$ cat src/hdl/button_debounce_autorepeat_assert.svh
// Assertion macros for the button debounce and auto-repeat block.
// Used by the top level, which must provide clk and rst_n in scope.
`ifndef BUTTON_DEBOUNCE_AUTOREPEAT_ASSERT_SVH
`define BUTTON_DEBOUNCE_AUTOREPEAT_ASSERT_SVH

// Same-cycle implication, checked out of reset.
`define BDA_ASSERT_NOW(label, ante, cons, msg) \
  label: assert property (@(posedge clk) disable iff (!rst_n) (ante) |-> (cons)) \
    else $error(msg);

// Next-cycle implication, checked out of reset.
`define BDA_ASSERT_NEXT(label, ante, cons, msg) \
  label: assert property (@(posedge clk) disable iff (!rst_n) (ante) |=> (cons)) \
    else $error(msg);

`endif

$ cat src/hdl/bda_pkg.sv
// Shared types and constants for the button debounce and auto-repeat block.
// No dependencies; imported by bda_button, button_debounce_autorepeat, bda_checker and tb.
`timescale 1ns / 1ps

package bda_pkg;

  localparam int FIELD_W   = 5;
  localparam int TIME_W    = 32;
  localparam int CFG_W     = 16;
  localparam int CFG_IDX_W = 2;

  localparam int NUM_BUTTONS_DEF = 5;

  localparam logic [CFG_W-1:0] DEBOUNCE_RST     = 16'd50;
  localparam logic [CFG_W-1:0] REPEAT_DELAY_RST = 16'd500;
  localparam logic [CFG_W-1:0] REPEAT_RATE_RST  = 16'd100;

  typedef enum logic [CFG_IDX_W-1:0] {
    CFG_DEBOUNCE     = 2'd0,
    CFG_REPEAT_DELAY = 2'd1,
    CFG_REPEAT_RATE  = 2'd2
  } cfg_idx_t;

  typedef enum logic [1:0] {
    PH_IDLE       = 2'd0,
    PH_PRESS_DB   = 2'd1,
    PH_HELD       = 2'd2,
    PH_RELEASE_DB = 2'd3
  } phase_t;

  typedef struct packed {
    logic [CFG_W-1:0] debounce_ms;
    logic [CFG_W-1:0] repeat_delay_ms;
    logic [CFG_W-1:0] repeat_rate_ms;
  } bda_cfg_t;

  typedef struct packed {
    logic press;
    logic held;
    logic rep;
  } bda_flags_t;

endpackage

$ cat src/hdl/button_debounce_autorepeat.sv
// Top level of the button debounce and auto-repeat block: handshakes, config
// registers, input and result registers. Depends on bda_pkg, bda_button and the assertion header.
//
//   channel  | direction | handshake           | payload
//   ---------+-----------+---------------------+---------------------------------
//   in_      | input     | in_valid / in_stall | now_ms, raw_pressed, rearm_mask
//   out_     | output    | out_valid/out_stall | press_pulse, held_level, repeat_pulse
//   cfg_     | input     | cfg_wr_en           | cfg_addr, cfg_wdata
//
// An item is captured in the input register, where all buttons update in
// parallel with one subtract-and-compare per timer, and then sits in the result
// register: one item per cycle sustained while the output is not stalled.
// Synchronous active-low reset clears both valid flags, all button phases and
// loads the timing registers with 50, 500 and 100 ms. A stall on the result side
// holds the result and stalls the input only once both registers are full.
`timescale 1ns / 1ps

module button_debounce_autorepeat #(
  parameter int NUM_BUTTONS = bda_pkg::NUM_BUTTONS_DEF
) (
  input  logic                          clk,
  input  logic                          rst_n,
  input  logic                          in_valid,
  output logic                          in_stall,
  input  logic [bda_pkg::TIME_W-1:0]    in_now_ms,
  input  logic [bda_pkg::FIELD_W-1:0]   in_raw_pressed,
  input  logic [bda_pkg::FIELD_W-1:0]   in_rearm_mask,
  output logic                          out_valid,
  input  logic                          out_stall,
  output logic [bda_pkg::FIELD_W-1:0]   out_press_pulse,
  output logic [bda_pkg::FIELD_W-1:0]   out_held_level,
  output logic [bda_pkg::FIELD_W-1:0]   out_repeat_pulse,
  input  logic                          cfg_wr_en,
  input  logic [bda_pkg::CFG_IDX_W-1:0] cfg_addr,
  input  logic [bda_pkg::CFG_W-1:0]     cfg_wdata
);
  import bda_pkg::*;

  bda_cfg_t            cfg_r;

  logic                s1_valid_r;
  logic [TIME_W-1:0]   s1_now_r;
  logic [FIELD_W-1:0]  s1_raw_r;
  logic [FIELD_W-1:0]  s1_rearm_r;

  logic                out_valid_r;
  logic [FIELD_W-1:0]  press_r, held_r, rep_r;

  logic                advance;
  logic                in_take;
  bda_flags_t          flags_v [NUM_BUTTONS];
  logic [FIELD_W-1:0]  press_f, held_f, rep_f;

  // Configuration writes; an index beyond the list is ignored.
  always_ff @(posedge clk) begin
    if (!rst_n) begin
      cfg_r.debounce_ms     <= DEBOUNCE_RST;
      cfg_r.repeat_delay_ms <= REPEAT_DELAY_RST;
      cfg_r.repeat_rate_ms  <= REPEAT_RATE_RST;
    end else if (cfg_wr_en) begin
      unique case (cfg_addr)
        CFG_DEBOUNCE:     cfg_r.debounce_ms     <= cfg_wdata;
        CFG_REPEAT_DELAY: cfg_r.repeat_delay_ms <= cfg_wdata;
        CFG_REPEAT_RATE:  cfg_r.repeat_rate_ms  <= cfg_wdata;
        default: ;
      endcase
    end
  end

  assign advance  = s1_valid_r && (!out_valid_r || !out_stall);
  assign in_stall = s1_valid_r && out_valid_r && out_stall;
  assign in_take  = in_valid && !in_stall;

  always_ff @(posedge clk) begin
    if (!rst_n) begin
      s1_valid_r  <= 1'b0;
      out_valid_r <= 1'b0;
    end else begin
      if (!in_stall) begin
        s1_valid_r <= in_valid;
      end
      if (advance) begin
        out_valid_r <= 1'b1;
      end else if (!out_stall) begin
        out_valid_r <= 1'b0;
      end
    end
  end

  always_ff @(posedge clk) begin
    if (in_take) begin
      s1_now_r   <= in_now_ms;
      s1_raw_r   <= in_raw_pressed;
      s1_rearm_r <= in_rearm_mask;
    end
    if (advance) begin
      press_r <= press_f;
      held_r  <= held_f;
      rep_r   <= rep_f;
    end
  end

  for (genvar b = 0; b < NUM_BUTTONS; b++) begin : g_btn
    logic raw_bit, rearm_bit;
    // Buttons past the field width see no press and never show up.
    if (b < FIELD_W) begin : g_in
      assign raw_bit   = s1_raw_r[b];
      assign rearm_bit = s1_rearm_r[b];
    end else begin : g_none
      assign raw_bit   = 1'b0;
      assign rearm_bit = 1'b0;
    end
    bda_button u_btn (
      .clk     (clk),
      .rst_n   (rst_n),
      .upd     (advance),
      .now_ms  (s1_now_r),
      .pressed (raw_bit),
      .rearm   (rearm_bit),
      .cfg     (cfg_r),
      .flags   (flags_v[b])
    );
  end

  for (genvar j = 0; j < FIELD_W; j++) begin : g_out
    if (j < NUM_BUTTONS) begin : g_used
      assign press_f[j] = flags_v[j].press;
      assign held_f[j]  = flags_v[j].held;
      assign rep_f[j]   = flags_v[j].rep;
    end else begin : g_unused
      assign press_f[j] = 1'b0;
      assign held_f[j]  = 1'b0;
      assign rep_f[j]   = 1'b0;
    end
  end

  assign out_valid        = out_valid_r;
  assign out_press_pulse  = press_r;
  assign out_held_level   = held_r;
  assign out_repeat_pulse = rep_r;

`include "button_debounce_autorepeat_assert.svh"

  `BDA_ASSERT_NOW(a_press_held, out_valid_r, (press_r & ~held_r) == '0, "press without held level")
  `BDA_ASSERT_NOW(a_rep_held, out_valid_r, (rep_r & ~held_r) == '0, "repeat without held level")
  `BDA_ASSERT_NEXT(a_s1_moves, s1_valid_r && !out_valid_r, out_valid_r, "item not forwarded")
  `BDA_ASSERT_NEXT(a_out_holds, out_valid_r && out_stall, out_valid_r && $stable(held_r), "result dropped")

endmodule

$ cat src/hdl/bda_button.sv
// Per-button debounce state machine with hold timer and auto-repeat.
// Depends on bda_pkg for the phase type, the timing struct and the flag struct.
`timescale 1ns / 1ps

module bda_button (
  input  logic                       clk,
  input  logic                       rst_n,
  input  logic                       upd,
  input  logic [bda_pkg::TIME_W-1:0] now_ms,
  input  logic                       pressed,
  input  logic                       rearm,
  input  bda_pkg::bda_cfg_t          cfg,
  output bda_pkg::bda_flags_t        flags
);
  import bda_pkg::*;

  phase_t              phase_r, phase_nxt;
  logic                armed_r, armed_nxt;
  logic [TIME_W-1:0]   chg_time_r, chg_time_nxt;
  logic [TIME_W-1:0]   hold_start_r, hold_start_nxt;
  logic [TIME_W-1:0]   last_rep_r, last_rep_nxt;

  logic [TIME_W-1:0]   hold_base;
  logic                db_done;
  logic                press_now;
  logic                held_nxt;
  logic                arm_now;
  logic                rep_due;

  assign db_done = (now_ms - chg_time_r) >= TIME_W'(cfg.debounce_ms);

  always_comb begin
    phase_nxt    = phase_r;
    chg_time_nxt = chg_time_r;
    hold_base    = hold_start_r;
    press_now    = 1'b0;
    unique case (phase_r)
      PH_IDLE: begin
        if (pressed) begin
          phase_nxt    = PH_PRESS_DB;
          chg_time_nxt = now_ms;
        end
      end
      PH_PRESS_DB: begin
        if (!pressed) begin
          phase_nxt = PH_IDLE;
        end else if (db_done) begin
          phase_nxt = PH_HELD;
          press_now = 1'b1;
          hold_base = now_ms;
        end
      end
      PH_HELD: begin
        if (!pressed) begin
          phase_nxt    = PH_RELEASE_DB;
          chg_time_nxt = now_ms;
        end
      end
      PH_RELEASE_DB: begin
        // A press during release debounce returns to held; the hold time is kept.
        if (pressed) begin
          phase_nxt = PH_HELD;
        end else if (db_done) begin
          phase_nxt = PH_IDLE;
        end
      end
      default: phase_nxt = PH_IDLE;
    endcase
  end

  assign held_nxt = (phase_nxt == PH_HELD) || (phase_nxt == PH_RELEASE_DB);
  assign arm_now  = !armed_r && ((now_ms - hold_base) >= TIME_W'(cfg.repeat_delay_ms));
  // Arming stamps the repeat time with now, so it fires at once only for a zero rate.
  assign rep_due  = armed_r ? ((now_ms - last_rep_r) >= TIME_W'(cfg.repeat_rate_ms))
                            : (arm_now && (cfg.repeat_rate_ms == '0));

  always_comb begin
    armed_nxt      = 1'b0;
    last_rep_nxt   = last_rep_r;
    hold_start_nxt = hold_base;
    flags.press    = press_now;
    flags.held     = held_nxt;
    flags.rep      = 1'b0;
    if (held_nxt) begin
      armed_nxt = armed_r || arm_now;
      flags.rep = rep_due;
      if (arm_now || rep_due) begin
        last_rep_nxt = now_ms;
      end
      if (rearm) begin
        hold_start_nxt = now_ms;
      end
    end
  end

  always_ff @(posedge clk) begin
    if (!rst_n) begin
      phase_r <= PH_IDLE;
      armed_r <= 1'b0;
    end else if (upd) begin
      phase_r <= phase_nxt;
      armed_r <= armed_nxt;
    end
  end

  always_ff @(posedge clk) begin
    if (upd) begin
      chg_time_r   <= chg_time_nxt;
      hold_start_r <= hold_start_nxt;
      last_rep_r   <= last_rep_nxt;
    end
  end

endmodule

$ cat config.mk
export PLATFORM = sky130hd
export DESIGN_NAME = button_debounce_autorepeat
export DESIGN_NICKNAME = d
export VERILOG_FILES = /design/src/hdl/bda_pkg.sv /design/src/hdl/button_debounce_autorepeat.sv /design/src/hdl/bda_button.sv
export VERILOG_INCLUDE_DIRS = /design/src /design/src/hdl
export SDC_FILE = /design/constraint.sdc
export NUM_CORES = 2
export LEC_CHECK = 0
export BUFFER_PORTS_ARGS = -buffer_cell sky130_fd_sc_hd__buf_2
export CAP_MARGIN = 0
export CORE_MARGIN = 8
export CORE_UTILIZATION = 59
export DETAILED_ROUTE_END_ITERATION = 12
export GPL_ROUTABILITY_DRIVEN = 0
export PLACE_DENSITY = 0.76
export SYNTH_ARGS = -nofsm -noshare
export SYNTH_HDL_FRONTEND = slang
export SYNTH_SLANG_ARGS = --single-unit
export TNS_END_PERCENT = 100
$ cat constraint.sdc
create_clock -name clk -period 11.9 [get_ports clk]
set_clock_uncertainty 0.05 [all_clocks]
set_input_delay 1.19 -clock clk [delete_from_list [all_inputs] [get_ports clk]]
set_output_delay 1.19 -clock clk [all_outputs]
set_load 0.01 [all_outputs]
==> flow_metrics.tcl <==
set metrics [dict create \
    max_cap_violations 0 \
    drive_gt1_frac 0.06654 \
    ant_nets 0 \
    avgSynthCellArea_um2 8.734 \
    grt_max_degree 84 \
    via_count 49713 \
    portBuffers 81 \
    power_leakage_nw 25.92 \
    syn_nets 7131 \
    min_period_ns 11.21 \
    cp_max_fo 32 \
    overflow 0 \
    ys_ff_latch 602 \
    stdcell_area_um2 59990 \
    max_stage_delay_ns 0.65 \
    hold_path.class "flop to flop" \
    grt_first_pass_wirelength_um 260000 \
    critical_path_class "flop to flop" \
    start_util 0.5948 \
    r2r_cells 41 \
    r2r_slack_ns 0.69 \
    total_power_mw 6.860 \
    cp.required_ns 12.17 \
    maxSlewHeadroom 0.1969 \
    track_usage 0.3143 \
    clock_latency_ns 0.67 \
    synthFlopType "edfxtp_1" \
    crit_arrival_ns 11.47 \
    rows 112 \
    syn-instance-count 6356 \
    fmax_mhz 89.25 \
    initialDrtViolationCount 5331 \
    die_w_um 322.8 \
    dr.pass1.iters 7 \
    cp-endpoint "g_btn[1].u_btn.last_rep_r[16]" \
    hold_buffers 0 \
    nets 7176 \
    cts_tree "done" \
    crit_start "s1_now_r[0]" \
    start_kind "flop" \
    worstMarginPinSlew_ns 1.194 \
    status "finished clean" \
    finalHoldViolations 0 \
    area_delta_synth_final_pct 8.066 \
    avgRoutedWirePerCell_um 21.97 \
    core_um2 93330 \
    first_global_vias 46332 \
    p_per_area_nw_per_um2 114.3 \
    dp_hpwl_um 124700 \
    cts_htree_levels 3 \
    ir_drop_v 0.0001135 \
    antenna_found_initial 1 \
    end_kind "flop" \
    finalCritPeriodShare 0.9416 \
    yosysSeqAreaShare 0.3139 \
    dpl_cell_area_um2 57530 \
    timing.rr.start "s1_now_r[0]" \
    ioPinCount 82 \
    yosys_warnings 0 \
    synthArstFlopShare 0 \
    r2r_end "g_btn[1].u_btn.last_rep_r[16]" \
    clockBufferDepth 3 \
    wirelength_um 169500 \
    synth_cell_types 105 \
    synth_edf_count 537 \
    setup_viol 0 \
    via_per_inst 6.442 \
    tns_ns 0 \
    clk_pin_slew_ns 0.06 \
    rsz0062_at_grt "no" \
    fp.dieArea_um2 104200 \
    slew_viol_final 0 \
    syn_area_um2 55520 \
    slowest_stage "nor4b_2" \
    cts-root-buf "clkbuf_16" \
    die_h_um 322.8 \
    drc 0 \
    cts_num_sinks 602 \
    cts_buffers 74 \
]
## stage by stage
step / cells / hold slack, ns / worst slack, ns / utilization
6_report: 7717 / 0.4157 / 0.6950 / 0.6428
2_1_floorplan: 6356 / 0.3935 / 0.8820 / -
4_1_cts: 7713 / 0.4173 / 0.8770 / 0.6422
5_1_grt: 7716 / 0.4317 / 0.05546 / 0.6428
3_3_place_gp: 7576 / 0.4017 / 1.277 / 0.6164
3_5_place_dp: 7576 / 0.4093 / 0.9750 / 0.6164
## flip-flops by register name, indices dropped and copies added, names as in the netlist
name and count:
s1_rearm_r 5, g_btn.u_btn.hold_start_r 160, s1_raw_r 5, out_repeat_pulse 5, g_btn.u_btn.last_rep_r 160, cfg_r 48
g_btn.u_btn.chg_time_r 160, s1_valid_r 1, g_btn.u_btn.armed_r 5, out_held_level 5, g_btn.u_btn.phase_r 10, out_press_pulse 5
out_valid 1, s1_now_r 32
## layout make-up
cell class | count | area, um^2
antenna | 1 | 2.502
clock buffer | 97 | 2061
clock inverter | 40 | 341.6
fill | 7800 | 33340
inverter | 543 | 2049
multi-input combinational | 4994 | 35340
sequential | 602 | 17430
tap | 1254 | 1569
timing repair buffer | 186 | 1206
## routing by layer
| metal | GRT usage | routed length (um) | vias up | part of all wire |
|---|---|---|---|---|
| li1 | - | - | 23594 | - |
| met1 | 0.4009 | 68670 | 23308 | 0.41 |
| met2 | 0.5040 | 74610 | 2260 | 0.44 |
| met3 | 0.04837 | 14390 | 551 | 0.085 |
| met4 | 0.1876 | 11880 | 0 | 0.070 |
| met5 | 0 | 0 | - | 0 |
## report_power, final
group	switching (mW)	internal (mW)	total, mW	leakage (nW)
Combinational	1.31	0.837	2.15	19.2
Sequential	0.0517	2.41	2.46	5.49
Clock	0.984	1.27	2.25	1.18
## how the worst min path moves through the flow
| stage | start | to | cells after the start | slack, ns |
|---|---|---|---|---|
| 4_1_cts | cfg_r[17] | cfg_r[17] | 2 | 0.42 |
| 2_1_floorplan | cfg_r[17] | cfg_r[17] | 2 | 0.39 |
| 6_report | cfg_r[17] | cfg_r[17] | 2 | 0.42 |
| 5_1_grt | cfg_r[17] | cfg_r[17] | 2 | 0.43 |
| 3_3_place_gp | cfg_r[46] | cfg_r[46] | 2 | 0.40 |
| 3_5_place_dp | cfg_r[17] | cfg_r[17] | 2 | 0.41 |
## synthesized netlist by cell type (all sizes together), types with 32 or more instances
| cell | instances | area (um^2) |
|---|---|---|
| nor4 | 46 | 334.1 |
| o21ai | 320 | 1609 |
| nand3 | 112 | 560.5 |
| o211ai | 58 | 435.4 |
| o21bai | 81 | 608.1 |
| dfxtp | 65 | 1301 |
| and3 | 51 | 319.1 |
| nor2b | 88 | 550.5 |
| nand2 | 496 | 1862 |
| nor3 | 116 | 585.6 |
| ha | 695 | 8696 |
| o21a | 75 | 570.5 |
| or3 | 35 | 219.0 |
| a211oi | 68 | 533.0 |
| buf | 33 | 176.4 |
| a31oi | 56 | 356.6 |
| and2 | 38 | 237.7 |
| edfxtp | 537 | 16130 |
| nand4 | 93 | 581.8 |
| clkbuf | 184 | 690.7 |
| xnor2 | 187 | 1638 |
| a21boi | 68 | 510.5 |
| a21oi | 691 | 3462 |
| xor2 | 98 | 858.3 |
| mux2i | 179 | 1795 |
| inv | 542 | 2034 |
| o31ai | 35 | 262.8 |
| nor2 | 516 | 1937 |
| a21o | 236 | 1772 |
| mux2 | 32 | 360.3 |
| nand2b | 98 | 613.1 |
## cells in the final DEF, fill, tap and decap left out, types with 81 or more instances in the layout
master	count
a21o_1	235
a21oi_1	689
buf_2	81
buf_4	104
edfxtp_1	537
ha_1	695
inv_1	539
mux2i_1	177
nand2_1	494
nand2b_1	98
nand3_1	112
nand4_1	93
nor2_1	513
nor2b_1	86
nor3_1	112
o21ai_0	310
xnor2_1	187
xor2_1	98
## worst max-delay path: cells and delay by family (launching register included)
family,cells,cell delay [ns]
AO/OA/AOI/OAI,19,4.96
AND/OR/NAND/NOR,10,2.17
adder cells (fa/ha/maj),5,1.53
buffers and inverters,4,1.01
XOR/XNOR,2,0.42
multiplexers,1,0.37
flip-flops,1,0.32
## kinds of logic (layout without fill, tap and decap cells)
family / Yosys count / in the layout / share of synthesized area
AO/OA/AOI/OAI: 1986 / 1986 / 0.2309
AND/OR/NAND/NOR: 1795 / 1795 / 0.1558
buffers and inverters: 760 / 866 / 0.05233
adder cells (fa/ha/maj): 717 / 717 / 0.1633
flip-flops: 602 / 602 / 0.3139
XOR/XNOR: 285 / 285 / 0.04496
multiplexers: 211 / 211 / 0.03883
other: 0 / 1 / 0
## timing repair
action	in CTS	in global routing
setup buffers	0	3
setup endpoints to repair	0	64
resized for setup	0	7
Note: power is estimated with default switching activity, not from simulation.
